<file path="src/design/rqa_pkg.sv">
`timescale 1ns / 1ps
// Package for the region quota accounting block: field widths, command and
// pressure codes, register indexes and the structs passed between modules.
// No dependencies.
package rqa_pkg;

   localparam int LIMIT_W     = 48;
   localparam int RATIO_W     = 17;
   localparam int COUNT_W     = 48;
   localparam int TOTAL_W     = 64;
   localparam int EVOUT_W     = 32;
   localparam int REGION_W    = 2;
   localparam int CMD_W       = 3;
   localparam int CSR_INDEX_W = 4;
   localparam int CSR_DATA_W  = 48;

   localparam logic [RATIO_W-1:0] RATIO_ONE   = 17'd65536;
   localparam logic [RATIO_W-1:0] RATIO_RESET = 17'd52429;

   // register map: four limits, then four ratios
   localparam logic [CSR_INDEX_W-1:0] CSR_LIMIT_BASE = 4'd0;
   localparam logic [CSR_INDEX_W-1:0] CSR_RATIO_BASE = 4'd4;
   localparam logic [CSR_INDEX_W-1:0] CSR_END        = 4'd8;

   localparam logic [1:0] PRESS_NORMAL = 2'd0;
   localparam logic [1:0] PRESS_HIGH   = 2'd1;
   localparam logic [1:0] PRESS_HARD   = 2'd2;

   typedef enum logic [CMD_W-1:0] {
      CMD_RESERVE    = 3'd0,
      CMD_COMMIT     = 3'd1,
      CMD_CANCEL     = 3'd2,
      CMD_FREE       = 3'd3,
      CMD_CORRUPTION = 3'd4,
      CMD_QUERY      = 3'd5
   } rqa_cmd_type;

   typedef struct packed {
      logic [LIMIT_W-1:0] limit;
      logic [LIMIT_W-1:0] mark;
   } rqa_quota_type;

   typedef struct packed {
      logic               granted;
      logic [1:0]         pressure;
      logic [COUNT_W-1:0] live_bytes;
      logic [COUNT_W-1:0] peak_bytes;
      logic [TOTAL_W-1:0] allocated_total;
      logic [TOTAL_W-1:0] freed_total;
      logic [EVOUT_W-1:0] alloc_events;
      logic [EVOUT_W-1:0] free_events;
      logic [EVOUT_W-1:0] corrupt_events;
      logic [EVOUT_W-1:0] rejected_events;
   } rqa_result_type;

endpackage

</file>
<file path="src/design/rqa_core.sv">
`timescale 1ns / 1ps
// Per-region accounting state and the single-pass update for one command word.
// Produces the result word combinationally from the registered command. Uses rqa_pkg.
module rqa_core #(
   parameter int REGION_COUNT = 4,
   parameter int BYTE_WIDTH   = 48,
   parameter int EVENT_WIDTH  = 32
) (
   input  logic                            clock,
   input  logic                            reset,
   input  logic                            step,
   input  logic [rqa_pkg::CMD_W-1:0]       cmd,
   input  logic [rqa_pkg::REGION_W-1:0]    region,
   input  logic [rqa_pkg::COUNT_W-1:0]     byte_count,
   input  rqa_pkg::rqa_quota_type          quota [REGION_COUNT],
   output rqa_pkg::rqa_result_type         result
);
   import rqa_pkg::*;

   localparam int RIDX_W = (REGION_COUNT > 1) ? $clog2(REGION_COUNT) : 1;
   localparam int MW     = (BYTE_WIDTH > LIMIT_W) ? BYTE_WIDTH : LIMIT_W;
   localparam int EW     = (EVENT_WIDTH > EVOUT_W) ? EVENT_WIDTH : EVOUT_W;
   localparam logic [BYTE_WIDTH-1:0] BYTE_MAX = {BYTE_WIDTH{1'b1}};

   logic [BYTE_WIDTH-1:0]  active_ff    [REGION_COUNT];
   logic [BYTE_WIDTH-1:0]  peak_ff      [REGION_COUNT];
   logic [TOTAL_W-1:0]     alloc_tot_ff [REGION_COUNT];
   logic [TOTAL_W-1:0]     freed_tot_ff [REGION_COUNT];
   logic [EVENT_WIDTH-1:0] alloc_ev_ff  [REGION_COUNT];
   logic [EVENT_WIDTH-1:0] free_ev_ff   [REGION_COUNT];
   logic [EVENT_WIDTH-1:0] corrupt_ev_ff[REGION_COUNT];
   logic [EVENT_WIDTH-1:0] reject_ev_ff [REGION_COUNT];

   logic [BYTE_WIDTH-1:0]  active_in;
   logic [BYTE_WIDTH-1:0]  peak_in;
   logic [TOTAL_W-1:0]     alloc_tot_in;
   logic [TOTAL_W-1:0]     freed_tot_in;
   logic [EVENT_WIDTH-1:0] alloc_ev_in;
   logic [EVENT_WIDTH-1:0] free_ev_in;
   logic [EVENT_WIDTH-1:0] corrupt_ev_in;
   logic [EVENT_WIDTH-1:0] reject_ev_in;
   logic                   granted;

   logic [RIDX_W-1:0]      idx;
   logic                   in_range;
   logic [MW-1:0]          cnt_wide;
   logic [BYTE_WIDTH-1:0]  cnt;
   logic [BYTE_WIDTH-1:0]  act;
   logic [LIMIT_W-1:0]     lim;
   logic [LIMIT_W-1:0]     mark;
   logic [MW-1:0]          cap;
   logic [MW:0]            sum;
   logic                   fits;
   logic [BYTE_WIDTH-1:0]  act_sub;

   assign in_range = int'(region) < REGION_COUNT;
   assign idx      = region[RIDX_W-1:0];
   assign cnt_wide = MW'(byte_count);
   assign cnt      = cnt_wide[BYTE_WIDTH-1:0];
   assign act      = active_ff[idx];
   assign lim      = quota[idx].limit;
   assign mark     = quota[idx].mark;
   assign cap      = (lim == '0) ? MW'(BYTE_MAX) : MW'(lim);
   assign sum      = (MW+1)'(act) + (MW+1)'(cnt);
   assign fits     = (sum <= (MW+1)'(cap)) && (sum <= (MW+1)'(BYTE_MAX));
   assign act_sub  = (act > cnt) ? (act - cnt) : '0;

   always_comb begin
      active_in     = act;
      peak_in       = peak_ff[idx];
      alloc_tot_in  = alloc_tot_ff[idx];
      freed_tot_in  = freed_tot_ff[idx];
      alloc_ev_in   = alloc_ev_ff[idx];
      free_ev_in    = free_ev_ff[idx];
      corrupt_ev_in = corrupt_ev_ff[idx];
      reject_ev_in  = reject_ev_ff[idx];
      granted       = 1'b0;
      unique case (cmd)
         CMD_RESERVE: begin
            if (fits) begin
               active_in = sum[BYTE_WIDTH-1:0];
               granted   = 1'b1;
               if (sum[BYTE_WIDTH-1:0] > peak_ff[idx]) begin
                  peak_in = sum[BYTE_WIDTH-1:0];
               end
            end else begin
               reject_ev_in = reject_ev_ff[idx] + 1'b1;
            end
         end
         CMD_COMMIT: begin
            alloc_tot_in = alloc_tot_ff[idx] + TOTAL_W'(cnt);
            alloc_ev_in  = alloc_ev_ff[idx] + 1'b1;
         end
         CMD_CANCEL: begin
            active_in = act_sub;
         end
         CMD_FREE: begin
            active_in    = act_sub;
            freed_tot_in = freed_tot_ff[idx] + TOTAL_W'(cnt);
            free_ev_in   = free_ev_ff[idx] + 1'b1;
         end
         CMD_CORRUPTION: begin
            corrupt_ev_in = corrupt_ev_ff[idx] + 1'b1;
         end
         default: begin
            // query and unused codes leave the region untouched
         end
      endcase
   end

   always_ff @(posedge clock) begin
      if (reset) begin
         for (int r = 0; r < REGION_COUNT; r++) begin
            active_ff[r]     <= '0;
            peak_ff[r]       <= '0;
            alloc_tot_ff[r]  <= '0;
            freed_tot_ff[r]  <= '0;
            alloc_ev_ff[r]   <= '0;
            free_ev_ff[r]    <= '0;
            corrupt_ev_ff[r] <= '0;
            reject_ev_ff[r]  <= '0;
         end
      end else if (step && in_range) begin
         active_ff[idx]     <= active_in;
         peak_ff[idx]       <= peak_in;
         alloc_tot_ff[idx]  <= alloc_tot_in;
         freed_tot_ff[idx]  <= freed_tot_in;
         alloc_ev_ff[idx]   <= alloc_ev_in;
         free_ev_ff[idx]    <= free_ev_in;
         corrupt_ev_ff[idx] <= corrupt_ev_in;
         reject_ev_ff[idx]  <= reject_ev_in;
      end
   end

   // level from the post-step active total
   always_comb begin
      logic [MW-1:0] act_w;
      logic [MW-1:0] peak_w;
      logic [EW-1:0] ev_alloc_w;
      logic [EW-1:0] ev_free_w;
      logic [EW-1:0] ev_corrupt_w;
      logic [EW-1:0] ev_reject_w;
      logic [1:0]    level;
      act_w        = MW'(active_in);
      peak_w       = MW'(peak_in);
      ev_alloc_w   = EW'(alloc_ev_in);
      ev_free_w    = EW'(free_ev_in);
      ev_corrupt_w = EW'(corrupt_ev_in);
      ev_reject_w  = EW'(reject_ev_in);
      if (lim == '0) begin
         level = PRESS_NORMAL;
      end else if (act_w >= MW'(lim)) begin
         level = PRESS_HARD;
      end else if (act_w >= MW'(mark)) begin
         level = PRESS_HIGH;
      end else begin
         level = PRESS_NORMAL;
      end
      result = '0;
      if (in_range) begin
         result.granted         = granted;
         result.pressure        = level;
         result.live_bytes      = act_w[COUNT_W-1:0];
         result.peak_bytes      = peak_w[COUNT_W-1:0];
         result.allocated_total = alloc_tot_in;
         result.freed_total     = freed_tot_in;
         result.alloc_events    = ev_alloc_w[EVOUT_W-1:0];
         result.free_events     = ev_free_w[EVOUT_W-1:0];
         result.corrupt_events  = ev_corrupt_w[EVOUT_W-1:0];
         result.rejected_events = ev_reject_w[EVOUT_W-1:0];
      end
   end

endmodule

</file>
<file path="config.mk">
export PLATFORM = sky130hd
export DESIGN_NAME = rqa_core
export DESIGN_NICKNAME = d
export VERILOG_FILES = /design/src/design/rqa_pkg.sv /design/src/design/rqa_core.sv
export SDC_FILE = /design/constraint.sdc
export NUM_CORES = 2
export LEC_CHECK = 0
export ABC_AREA = 0
export BUFFER_PORTS_ARGS = -buffer_cell sky130_fd_sc_hd__buf_2
export CORE_MARGIN = 2
export CORE_UTILIZATION = 40
export CTS_CLUSTER_DIAMETER = 80
export DETAILED_ROUTE_END_ITERATION = 8
export SLEW_MARGIN = 20
export SYNTH_ARGS = -nofsm -noshare
export SYNTH_HDL_FRONTEND = slang
export SYNTH_SLANG_ARGS = --single-unit
</file>
<file path="constraint.sdc">
create_clock -name clock -period 23.1 [get_ports clock]
set_input_delay 3.465 -clock clock [delete_from_list [all_inputs] [get_ports clock]]
set_output_delay 3.465 -clock clock [all_outputs]
set_load 0.1 [all_outputs]
</file>
==> impl_metrics.csv <==
group,metric,value,unit
run_status,status,"finished clean",
setup_path,reg2reg_slack,12.71,ns
clock_tree,cts.clk_slew.worst_paths,0.06,ns
clock_tree,htreeDepth,4,
floorplanning,io_pins,795,
synth,synthTopCellsByArea,"edfxtp_1 53%, mux4_2 13%, nor2_1 8.0%, ha_1 6.0%, inv_1 3.0%",
global_route,antenna_found_initial,26,
synth,synth_top_area_share,52.5,%
timing,tightest_slew,1.22,ns
setup_path,crit_family,"compound AO/OA/AOI/OAI gates",
pwr,leakage,38.4,nW
clock_tree,hold_buffers,0,
setup_path,critPathBufInv,7,
drt,via_per_inst,5.73,
floorplanning,fp.dieArea,205000,sq um
placement,routabilityCongestion,0.980,
global_route,grt_pass1_wl,406000,um
timing,max-slew-margin-rel,17.8,%
setup_path,cp_max_fo,64,
clock_tree,cts_tree,"built",
drt,met2_length,134000,um
layout,layout.nets,8437,
synth,synthesis.area,80500,sq um
timing,fin_skew,0.0497,ns
drt,wl_per_cell,27.2,um
synth,synth_top_cells_by_count,"1705 x nor2_1, 1408 x edfxtp_1, 642 x inv_1, 447 x mux4_2, 383 x ha_1",
setup_path,worstPathRequired,19.64,ns
synth,yosysMostFrequentCell,"nor2_1",
layout,drive_gt1_share,21.3,%
drt,drt-met1-wl,113000,um
setup_path,endpoint_kind,"output port",
setup_path,slowest_delay,0.80,ns
layout,nFillCells,18400,
worst_hold_path,min_path_type,"reg -> reg",
clock_tree,clkLatencyLatePin,0.85,ns
synth,synth_nets,7714,
floorplanning,rows,164,
setup_path,startpoint_type,"primary input",
drt,dr_wl_met3,22400,um
drt,dr.pass1.iters,6,
timing,hold_viol_final,0,
floorplanning,die_w,453,um
drt,drt_iter0_drc,6269,
synth,synth_edf_count,1408,
layout,area_growth,15.0,%
drt,wl,283000,um
drt,highest_layer,"met5",
setup_path,worstSetupPathType,"in -> out",
timing,timing.final.crit_share,87.0,%
floorplanning,start_util,40.3,%
synth,synth_area_per_cell,11.7,sq um
setup_path,slowest_stage,"buf_4",
layout,finish.utilization,46.3,%
timing,finalMaxSlewViolations,0,
flow_run,drv_cap,0,
synth,ys_seq_area_share,52.5,%
synth,ys_ff_latch,1408,
clock_tree,cts_max_path_buffers,3,
clock_tree,cts-buffers-inserted,160,
drt,num_vias,59500,
timing,layout_min_cycle_time,20.10,ns
global_route,grt_use_total,26.9,%
global_route,grt_overflow_total,0,
timing,rsz0062_at_grt,"false",
clock_tree,post-cts-setup-buffer-count,0,
synth,synth.distinct_cells,76,
timing,fmax,49.8,MHz
floorplanning,die_h,453,um
drt,drc,0,
clock_tree,numClockSinks,1408,
synth,yosys.area.top_type,"edfxtp_1",
global_route,grt_max_degree,160,
synth,synth_warnings,0,
layout,layout.cells.non_filler,10400,
placement,dpl.hpwl,199000,um
setup_path,cp.arrival,16.63,ns
synth,synthCells,6887,
floorplanning,coreArea,200000,sq um
clock_tree,ctsRootBufferMaster,"clkbuf_16",
placement,place_inst,10100,
placement,port_buffers,794,
clock_tree,cts.repair.resized,0,
global_route,grt_pass1_vias,58200,
pwr,vdd_drop_max,0.0000812,V
drt,postRouteAntennaNets,0,
timing,final.setup.tns,0,ns
pwr,finalPower,7.84,mW
synth,async_flop_share,0,%
pwr,pwr_density_cell,84.6,nW/um^2
synth,ys.flop_type,"edfxtp_1",
timing,setup_viol,0,
## cell families (layout without fill, tap and decap cells)
| family | count (synthesis) | after routing | synth area share [%] |
|---|---|---|---|
| AO/OA/AOI/OAI | 859 | 859 | 6.93 |
| XOR/XNOR | 318 | 318 | 3.46 |
| adder cells (fa/ha/maj) | 388 | 388 | 6.07 |
| buffers and inverters | 994 | 1838 | 4.83 |
| flip-flops | 1408 | 1408 | 52.5 |
| multiplexers | 550 | 550 | 13.8 |
| other | 0 | 14 | 0 |
| AND/OR/NAND/NOR | 2370 | 2370 | 12.4 |
## state kept, by name, indices dropped and copies added (netlist names)
name,cells
alloc_tot_ff,256
freed_tot_ff,256
active_ff,192
peak_ff,192
alloc_ev_ff,128
corrupt_ev_ff,128
free_ev_ff,128
reject_ev_ff,128
## cell usage in the layout, fill, tap and decap left out, types with 42 or more instances in the layout
cell / count
nor2_1: 1703
edfxtp_1: 1408
buf_2: 793
inv_1: 642
mux4_2: 447
ha_1: 383
a21oi_1: 311
xnor2_1: 205
nand2_1: 197
clkbuf_16: 161
a21o_1: 135
o21ai_0: 120
buf_4: 114
xor2_1: 112
mux2i_1: 86
nand4_1: 78
nand3_1: 72
nor3_1: 57
nor2b_1: 54
and3_1: 48
o21bai_1: 47
nand2b_1: 42
## final timing paths
kind	from	endpoint	depth (start not counted)
min reg2reg	corrupt_ev_ff[0][31]	corrupt_ev_ff[2][31]	3
min	corrupt_ev_ff[0][31]	corrupt_ev_ff[2][31]	3
max reg2reg	active_ff[2][2]	peak_ff[1][31]	28
max	region[0]	result[352]	43
## tightest hold or removal path: cells and delay by family (launching register included)
| kind | cells | cell delay, ns |
|---|---|---|
| simple gates | 1 | 0.09 |
| mux | 1 | 0.24 |
| xor+xnor | 1 | 0.12 |
| flops | 1 | 0.32 |
## stage by stage
stage,worst slack [ns],hold slack [ns],cell area (sq um)
detailed placement,3.24,0.867,87400
CTS,3.20,0.863,92500
global placement,3.42,0.860,87400
floorplan,1.62,0.813,80500
global route,2.04,0.908,92600
finish,3.00,0.855,92600
## metal layers
metal | vias to the layer above | GRT usage, %
met1 | 30200 | 35.7
met4 | 10 | 10.7
li1 | 26300 | -
met5 | - | 0
met2 | 2598 | 43.5
met3 | 467 | 5.33
## power by group
group          switching, mW  internal [mW]
clock                   1.11           1.42
sequential            0.0336           2.97
combinational           1.70          0.614
## cell type report
class / instances / area, sq um / share of cell area, %
flip-flops and latches: 1408 / 42300 / 45.7
repair buffers: 912 / 4910 / 5.31
well taps: 2656 / 3320 / 3.59
inverters: 643 / 2410 / 2.61
multi-input cells: 4485 / 34500 / 37.2
clock inverters: 102 / 1040 / 1.12
diodes: 14 / 35.0 / 0.0378
clock buffers: 181 / 4100 / 4.43
No activity file was read; power rests on OpenSTA's default activity.
